File: src/hw/rtl/glzw_pkg.sv
// Shared types and constants for the GIF LZW decoder.
`timescale 1ns / 1ps
package glzw_pkg;
    localparam int DICT_AW   = 12;
    localparam int DICT_N    = 1 << DICT_AW;
    localparam int DEPTH_W   = DICT_AW + 1;
    localparam int PIX_W     = 27;
    localparam int MIN_W     = 4;
    localparam int CFG_W     = 27;

    localparam logic [MIN_W-1:0] MIN_LO     = 4'd2;
    localparam logic [MIN_W-1:0] MIN_HI     = 4'd11;
    localparam logic [MIN_W-1:0] MIN_RST    = 4'd8;
    localparam logic [MIN_W-1:0] MAX_CODE_W = 4'd12;
    localparam logic [PIX_W-1:0] TOTAL_RST  = 27'd1;

    localparam logic [2:0] ST_TAKEN   = 3'd0;
    localparam logic [2:0] ST_REFUSED = 3'd1;
    localparam logic [2:0] ST_PIXEL   = 3'd2;
    localparam logic [2:0] ST_PAD     = 3'd3;
    localparam logic [2:0] ST_NEED    = 3'd4;
    localparam logic [2:0] ST_DONE    = 3'd5;

    localparam logic [1:0] CAUSE_RUN  = 2'd0;
    localparam logic [1:0] CAUSE_STOP = 2'd1;
    localparam logic [1:0] CAUSE_BAD  = 2'd2;
    localparam logic [1:0] CAUSE_END  = 2'd3;

    localparam logic OP_PUSH   = 1'b0;
    localparam logic CFG_MIN   = 1'b0;
    localparam logic CFG_TOTAL = 1'b1;

    typedef enum logic [1:0] {K_CLEAR, K_STOP, K_BAD, K_EXPAND} t_kind;

    typedef struct packed {
        logic       accept;
        logic       push;
        logic       fetch;
        logic       halt_end;
        logic       walk;
        logic       finish;
        logic       pop;
        logic       res_en;
        logic [2:0] res_status;
        logic       load_out;
    } t_cmd;

    typedef struct packed {
        logic  is_push;
        logic  frame_done;
        logic  stack_empty;
        logic  halted;
        logic  code_short;
        logic  stream_end;
        logic  walk_more;
        logic  out_free;
        t_kind kind;
    } t_sts;

    function automatic logic [MIN_W-1:0] eff_min(input logic [MIN_W-1:0] m);
        if (m < MIN_LO) return MIN_LO;
        if (m > MIN_HI) return MIN_HI;
        return m;
    endfunction
endpackage

File: src/hw/rtl/glzw_ctrl.sv
// Sequencing state machine of the GIF LZW decoder.
`timescale 1ns / 1ps
module glzw_ctrl (
    input  logic          i_clk,
    input  logic          i_rst_n,
    input  logic          i_valid,
    output logic          o_ready,
    input  glzw_pkg::t_sts i_sts,
    output glzw_pkg::t_cmd o_cmd
);
    import glzw_pkg::*;

    typedef enum logic [7:0] {
        S_IDLE   = 8'b0000_0001,
        S_START  = 8'b0000_0010,
        S_FETCH  = 8'b0000_0100,
        S_WALK   = 8'b0000_1000,
        S_FINISH = 8'b0001_0000,
        S_POP    = 8'b0010_0000,
        S_EMIT   = 8'b0100_0000,
        S_DONE   = 8'b1000_0000
    } t_state;

    t_state r_state, n_state;

    always_ff @(posedge i_clk) begin
        if (!i_rst_n) r_state <= S_IDLE;
        else r_state <= n_state;
    end

    always_comb begin
        o_cmd   = '0;
        o_ready = 1'b0;
        n_state = r_state;
        case (r_state)
            S_IDLE: begin
                o_ready = 1'b1;
                if (i_valid) begin
                    o_cmd.accept = 1'b1;
                    n_state = S_START;
                end
            end
            S_START: begin
                if (i_sts.is_push) begin
                    o_cmd.push = 1'b1;
                    n_state = S_DONE;
                end else if (i_sts.frame_done) begin
                    o_cmd.res_en = 1'b1;
                    o_cmd.res_status = ST_DONE;
                    n_state = S_DONE;
                end else if (i_sts.stack_empty && !i_sts.halted) begin
                    n_state = S_FETCH;
                end else begin
                    n_state = S_POP;
                end
            end
            S_FETCH: begin
                if (i_sts.code_short) begin
                    if (i_sts.stream_end) begin
                        o_cmd.halt_end = 1'b1;
                        n_state = S_POP;
                    end else begin
                        o_cmd.res_en = 1'b1;
                        o_cmd.res_status = ST_NEED;
                        n_state = S_DONE;
                    end
                end else begin
                    o_cmd.fetch = 1'b1;
                    case (i_sts.kind)
                        K_CLEAR:  n_state = S_FETCH;
                        K_EXPAND: n_state = S_WALK;
                        default:  n_state = S_POP;
                    endcase
                end
            end
            S_WALK: begin
                o_cmd.walk = 1'b1;
                if (!i_sts.walk_more) n_state = S_FINISH;
            end
            S_FINISH: begin
                o_cmd.finish = 1'b1;
                n_state = S_POP;
            end
            S_POP: begin
                if (i_sts.stack_empty) begin
                    o_cmd.res_en = 1'b1;
                    o_cmd.res_status = ST_PAD;
                    n_state = S_DONE;
                end else begin
                    o_cmd.pop = 1'b1;
                    n_state = S_EMIT;
                end
            end
            S_EMIT: begin
                o_cmd.res_en = 1'b1;
                o_cmd.res_status = ST_PIXEL;
                n_state = S_DONE;
            end
            S_DONE: begin
                if (i_sts.out_free) begin
                    o_cmd.load_out = 1'b1;
                    n_state = S_IDLE;
                end
            end
            default: n_state = S_IDLE;
        endcase
    end
endmodule

File: config.mk
export PLATFORM = sky130hd
export DESIGN_NAME = glzw_ctrl
export DESIGN_NICKNAME = d
export VERILOG_FILES = /design/src/hw/rtl/glzw_pkg.sv /design/src/hw/rtl/glzw_ctrl.sv
export SDC_FILE = /design/constraint.sdc
export NUM_CORES = 1
export LEC_CHECK = 0
export ABC_AREA = 1
export BUFFER_PORTS_ARGS = -buffer_cell sky130_fd_sc_hd__buf_2
export CAP_MARGIN = 10
export CORE_MARGIN = 2
export CORE_UTILIZATION = 48
export CTS_BUF_LIST = sky130_fd_sc_hd__clkbuf_16
export DETAILED_ROUTE_END_ITERATION = 12
export PLACE_DENSITY = 0.89
export SLEW_MARGIN = 10
export SYNTH_ARGS = -nofsm -noshare
export SYNTH_HDL_FRONTEND = slang
export SYNTH_SLANG_ARGS = --single-unit
export TNS_END_PERCENT = 1
File: constraint.sdc
create_clock -name i_clk -period 1.34 [get_ports i_clk]
set_input_delay 0.067 -clock i_clk [delete_from_list [all_inputs] [get_ports i_clk]]
set_output_delay 0.067 -clock i_clk [all_outputs]
set_load 0.05 [all_outputs]
==> results of run 1 <==
## metrics by stage
stage / worst slack, ns / hold WS (ns) / cell area (µm²) / total power [mW] / util
floorplan: -0.171 / 0.143 / 748 / 0.399 / -
global placement: 0.0162 / 0.303 / 908 / 0.450 / 0.625
detailed placement: -0.0471 / 0.304 / 908 / 0.456 / 0.625
CTS: -0.145 / 0.0620 / 1080 / 0.994 / 0.744
global route: -0.200 / 0.0795 / 1160 / 1.05 / 0.801
finish: -0.165 / 0.0762 / 1160 / 1.03 / 0.801
## worst reg2reg max path: stages, from the launching register on
cell and delay, ns:
dfxtp_4 0.35, nor2_4 0.16, nand2_4 0.09, buf_4 0.16
nor2_4 0.13, nand2_2 0.09, nand2_2 0.08, nor2_2 0.04
nand2_1 0.06, nand3_1 0.09
## kinds of logic (layout without fill, tap and decap cells)
family          count (synthesis)  in the layout  share of synthesized area
buf+inv                        19             55                      0.102
flops                           8              8                      0.221
compound gates                  5              5                     0.0450
simple gates                   75             75                      0.597
fa+ha+maj                       2              2                     0.0346
## cell type report
cell class,instances,area [µm²]
well taps,16,20.0
multi-input cells,82,552
clock buffers,3,75.1
inverters,19,73.8
fillers,86,289
repair buffers,33,267
flip-flops and latches,8,178
## power by group through the flow
stage / registers (mW) / logic (mW) / clock network [mW]
4_1_cts: 0.253 / 0.221 / 0.520
3_5_place_dp: 0.259 / 0.197 / 0
2_1_floorplan: 0.258 / 0.141 / 0
6_report: 0.252 / 0.243 / 0.532
5_1_grt: 0.252 / 0.257 / 0.540
3_3_place_gp: 0.259 / 0.191 / 0
## path summary, 6_finish.rpt
kind              slack [ns]  startpoint          to
setup / recovery       -0.17  r_state[0]    o_cmd[4]
hold / removal          0.08     i_rst_n  r_state[0]
setup reg to reg       -0.02  r_state[5]  r_state[0]
hold reg to reg         0.66  r_state[2]  r_state[1]
## timing repair
| action | in CTS | in global routing |
|---|---|---|
| endpoints found under the setup margin | 14 | 15 |
| gates resized for setup | 37 | 11 |
| buffers inserted | 0 | 6 |
| pin swaps | 7 | 10 |
| hold endpoints to repair | 0 | 0 |
## cell usage in the layout (no fill, tap or decap), drive strengths merged
cell type and instances:
a21oi 3, nand3b 1, or2 2, dfxtp 8, nor3 1, nand3 5, inv 19, buf 33
o21ai 2, nor2 33, clkbuf 3, nor4 2, nand2 29, nand4 2, ha 2
## metal layers
layer	share of wire	GRT usage
met1	0.37	0.288
met2	0.51	0.509
met3	0.068	0.0468
met4	0.049	0.169
met5	0	0
==> flow_summary.ini, run 1 <==
[global_routing]
grt-ovfl-total = 0
grt_max_degree = 7
grt_util_all_layers = 0.278
grt_pass1_vias = 824
grt_pass1_wl_mm = 3.66
antenna_found_initial = 0

[floorplanning]
dieArea_um2 = 1830
die_w_um = 42.8
io_pins = 26
die_y_um = 42.8
num_rows = 14
start_util = 0.497
core-area_um2 = 1450

[critical_path]
critical_path_arrival_ns = 1.44
crit_buf_inv = 1
worst_setup_path_start_kind = register
path_depth = 7
reg2regPathDepth = 9
cp-end-kind = output pin
critPathKind = register to output pin
slowest_delay_ns = 0.33
crit_fanout = 4
path_cells = nor2_4, nand2_4, nor2_4, nand2_2, o21ai_4, or2_4, buf_8
cpMaxStageDelayCell = dfxtp_2
cp.required_ns = 1.27
cpMostUsedCell = nor2_4
cp_top_family = simple AND/OR/NAND/NOR gates

[finish]
regMostFlops = r_state
final_cells = 161
drive_gt1_frac = 0.593
largest_reg_flops = 8
syn2layout_area_growth_pct = 61.1
fin_nets = 162
biggestRegsByFlops = r_state (8)
antenna_cells = 0

[power_and_ir_drop]
power_leakage_nw = 0.580
power_density_nw_per_um2 = 882
p_comb_frac = 0.236
clkPwrFrac = 0.518
power.internal_mw = 0.720
p_sw_mw = 0.307
swShare = 0.299
seqPwrFrac = 0.246
peakVddDrop_v = 0.000549

[yosys]
synth_nets = 124
netlist-cell-type-count = 24
synth.avg_cell_area_um2 = 6.63
yosys.area.top_type = dfxtp_1
synth_ff_type = dfxtp_1
synth_area_um2 = 723
yosys-top-cells-area = dfxtp_1, nand2_1, nor2_4
ys_warn_count = 0
synth_enable_flop_cells = 0
yosysTopAreaCellShare = 0.221
synth_common_cells = nand2_1, nor2_1, inv_1
synth.yosys.seq_area_share = 0.221
synth.most_common_cell = nand2_1
ys_async_sr_fraction = 0
synth_cells = 109
synth-seq-cells = 8

[sta]
grt_setup_unrepaired = yes
setup_tns_ns = -1.28
hold_viol_final = 0
slew_violations = 0
period_minus_slack_ns = 1.51
setup_slack_ns = -0.165
skew_ns = 0.00799
setup_viol = 14
fmax_ghz = 0.664
relSlewSlack = 0.805
worst_pin_slew_ns = 0.292
fin_crit_sh = 1.12

[clocking]
clkLatencyLatePin_ns = 0.24
clkTransAtPathRegs_ns = 0.04
cts.sinks = 8
htreeDepth = 1
cts_hold_buf = 0
cts_max_path_buffers = 2
numCtsBuffers = 3
cts-root-buf = clkbuf_16
cts_tree = built

[outcome]
violations = setup timing
status = finished with violations

[placement]
dp_hpwl_mm = 1.43
gp_congestion = 0.836
io_buffers = 25
place_inst = 152

[routing]
dr.pass1.iters = 4
drc = 0
via_per_inst = 5.53
num_vias = 890
wl_mm = 2.56
wl_per_cell_um = 15.9
drtIter0Drc = 17
ant_nets = 0

[run]
cap_viol_max_count = 0

[worst_hold_path]
min_path_type = primary input to register
min_path_cells = 2
Note: power is estimated with default switching activity, not from simulation.
==> inputs of run 2 (changes only) <==
RECOVER_POWER = 25   (was not set)
SETUP_SLACK_MARGIN = 0.1   (was not set)
==> run 2 against run 1 <==
Sequential share of layout area is 0.11 points lower; clock-buffer cell count unchanged; non-clock buffer count stayed put; utilization is 0.60 points higher; clock skew increased by 0.0011 ns; routed wire length grew 4.4%; hold slack worse by 0.0019 ns; the flow still finishes with violations (setup timing); total power up 0.47%; via count up 0.34%.
==> flow_summary.ini, run 2 (synthesis results as in run 1) <==
[clocking]
cts.sinks = 8
cts-root-buf = clkbuf_16
clkLatencyLatePin_ns = 0.24
cts_tree = built
htreeDepth = 1
clkTransAtPathRegs_ns = 0.04
cts_max_path_buffers = 2
numCtsBuffers = 3

[critical_path]
reg2regPathDepth = 8
path_cells = nor2_4, nand2_4, nor2_4, nand2_2, o21ai_4, or2_4, buf_8
cp-end-kind = output pin
cpMostUsedCell = nor2_4
crit_buf_inv = 1
rrSetupSlack_ns = -0.03
reg2reg_to = r_state[0]
cp.required_ns = 1.27
cpMaxStageDelayCell = dfxtp_2
critPathKind = register to output pin
path_depth = 7
crit_fanout = 4
cp_top_family = simple AND/OR/NAND/NOR gates
endpoint = o_cmd[4]
critical_path_arrival_ns = 1.45
worst_setup_path_start_kind = register
slowest_delay_ns = 0.34
r2r_start = r_state[0]
crit_start = r_state[0]

[placement]
gp_congestion = 0.836
post_dp_cell_area_um2 = 908
io_buffers = 25
dp_hpwl_mm = 1.43
dp_slack_ns = -0.0471
place_inst = 152

[sta]
setup_tns_ns = -1.22
setup_slack_ns = -0.174
hold_viol_final = 0
slew_violations = 0
fmax_ghz = 0.660
worst_pin_slew_ns = 0.282
relSlewSlack = 0.812
setup_viol = 14
skew_ns = 0.00912
fin_crit_sh = 1.13
period_minus_slack_ns = 1.51
grt_setup_unrepaired = yes

[global_routing]
grt-ovfl-total = 0
grt_pass1_wl_mm = 3.66
grt_util_all_layers = 0.278
antenna_found_initial = 0
grt_max_degree = 7
grt_pass1_vias = 823

[finish]
drive_gt1_frac = 0.593
utilization = 0.807
syn2layout_area_growth_pct = 62.3
final_cell_mix = nand2_1, inv_1, nor2_1
design_area_um2 = 1170
largest_reg_flops = 8
final_common_cell = nand2_1
antenna_cells = 0
fin_nets = 162
final_cells = 161
regMostFlops = r_state
biggestRegsByFlops = r_state (8)

[outcome]
violations = setup timing
status = finished with violations

[routing]
wl_met2_mm = 1.40
wl_mm = 2.67
wl_per_cell_um = 16.6
num_vias = 893
wl_met3_um = 174
met1_length_um = 997
drtIter0Drc = 31
ant_nets = 0
drc = 0
dr.pass1.iters = 7
routed.top_layer = met4
via_per_inst = 5.55

[power_and_ir_drop]
power_leakage_nw = 0.580
peakVddDrop_v = 0.000647
power_density_nw_per_um2 = 879

[floorplanning]
die_w_um = 42.8
io_pins = 26
start_util = 0.497
core-area_um2 = 1450
num_rows = 14
dieArea_um2 = 1830
die_y_um = 42.8

[worst_hold_path]
min_path_type = primary input to register

[run]
cap_viol_max_count = 0
## run 2: cell counts in the layout (fill, tap and decap cells not counted)
No cell type changed its count.
## run 2: tightest hold or removal path, stage by stage
cell and delay [ns]:
buf_2 0.10, o21ai_1 0.06, inv_1 0.05
## run 2: how the worst min path moves through the flow
stage | endpoint | slack [ns] | depth (start not counted) | start
floorplan | r_state[6] | 0.14 | 1 | i_sts[7]
global placement | r_state[5] | 0.30 | 3 | i_rst_n
detailed placement | r_state[0] | 0.30 | 2 | i_rst_n
CTS | r_state[0] | 0.06 | 2 | i_rst_n
global route | r_state[0] | 0.08 | 2 | i_rst_n
finish | r_state[5] | 0.07 | 3 | i_rst_n
## run 2: through the flow
stage / total power [mW] / hold WS [ns]
after floorplan: 0.399 / 0.143
after global placement: 0.450 / 0.303
after detailed placement: 0.456 / 0.304
after CTS: 0.994 / 0.0620
after global routing: 1.05 / 0.0849
final: 1.03 / 0.0743
## run 2: area by class of cell
class | count | area (µm²)
fill | 90 | 280
tap | 16 | 20.0
sequential | 8 | 178
inverter | 19 | 73.8
timing repair buffer | 33 | 267
clock buffer | 3 | 75.1
multi-input combinational | 82 | 561
## run 2: metal layers
metal	up-vias	global-route usage
li1	407	-
met1	420	0.288
met2	55	0.509
met3	11	0.0468
met4	0	0.169
met5	-	0
## run 2: timing repair
action / CTS / global route
hold buffers: 0 / 0
endpoints found under the setup margin: 15 / 18
cloned: 0 / 0
setup buffers: 0 / 6
pin swaps: 8 / 9
gates resized for setup: 38 / 11
## run 2: report_power, final
part / leakage [nW] / switching [mW] / internal [mW] / total, mW
Clock: 0.0370 / 0.145 / 0.388 / 0.532
Sequential: 0.0690 / 0.0107 / 0.242 / 0.253
Combinational: 0.474 / 0.156 / 0.0903 / 0.246
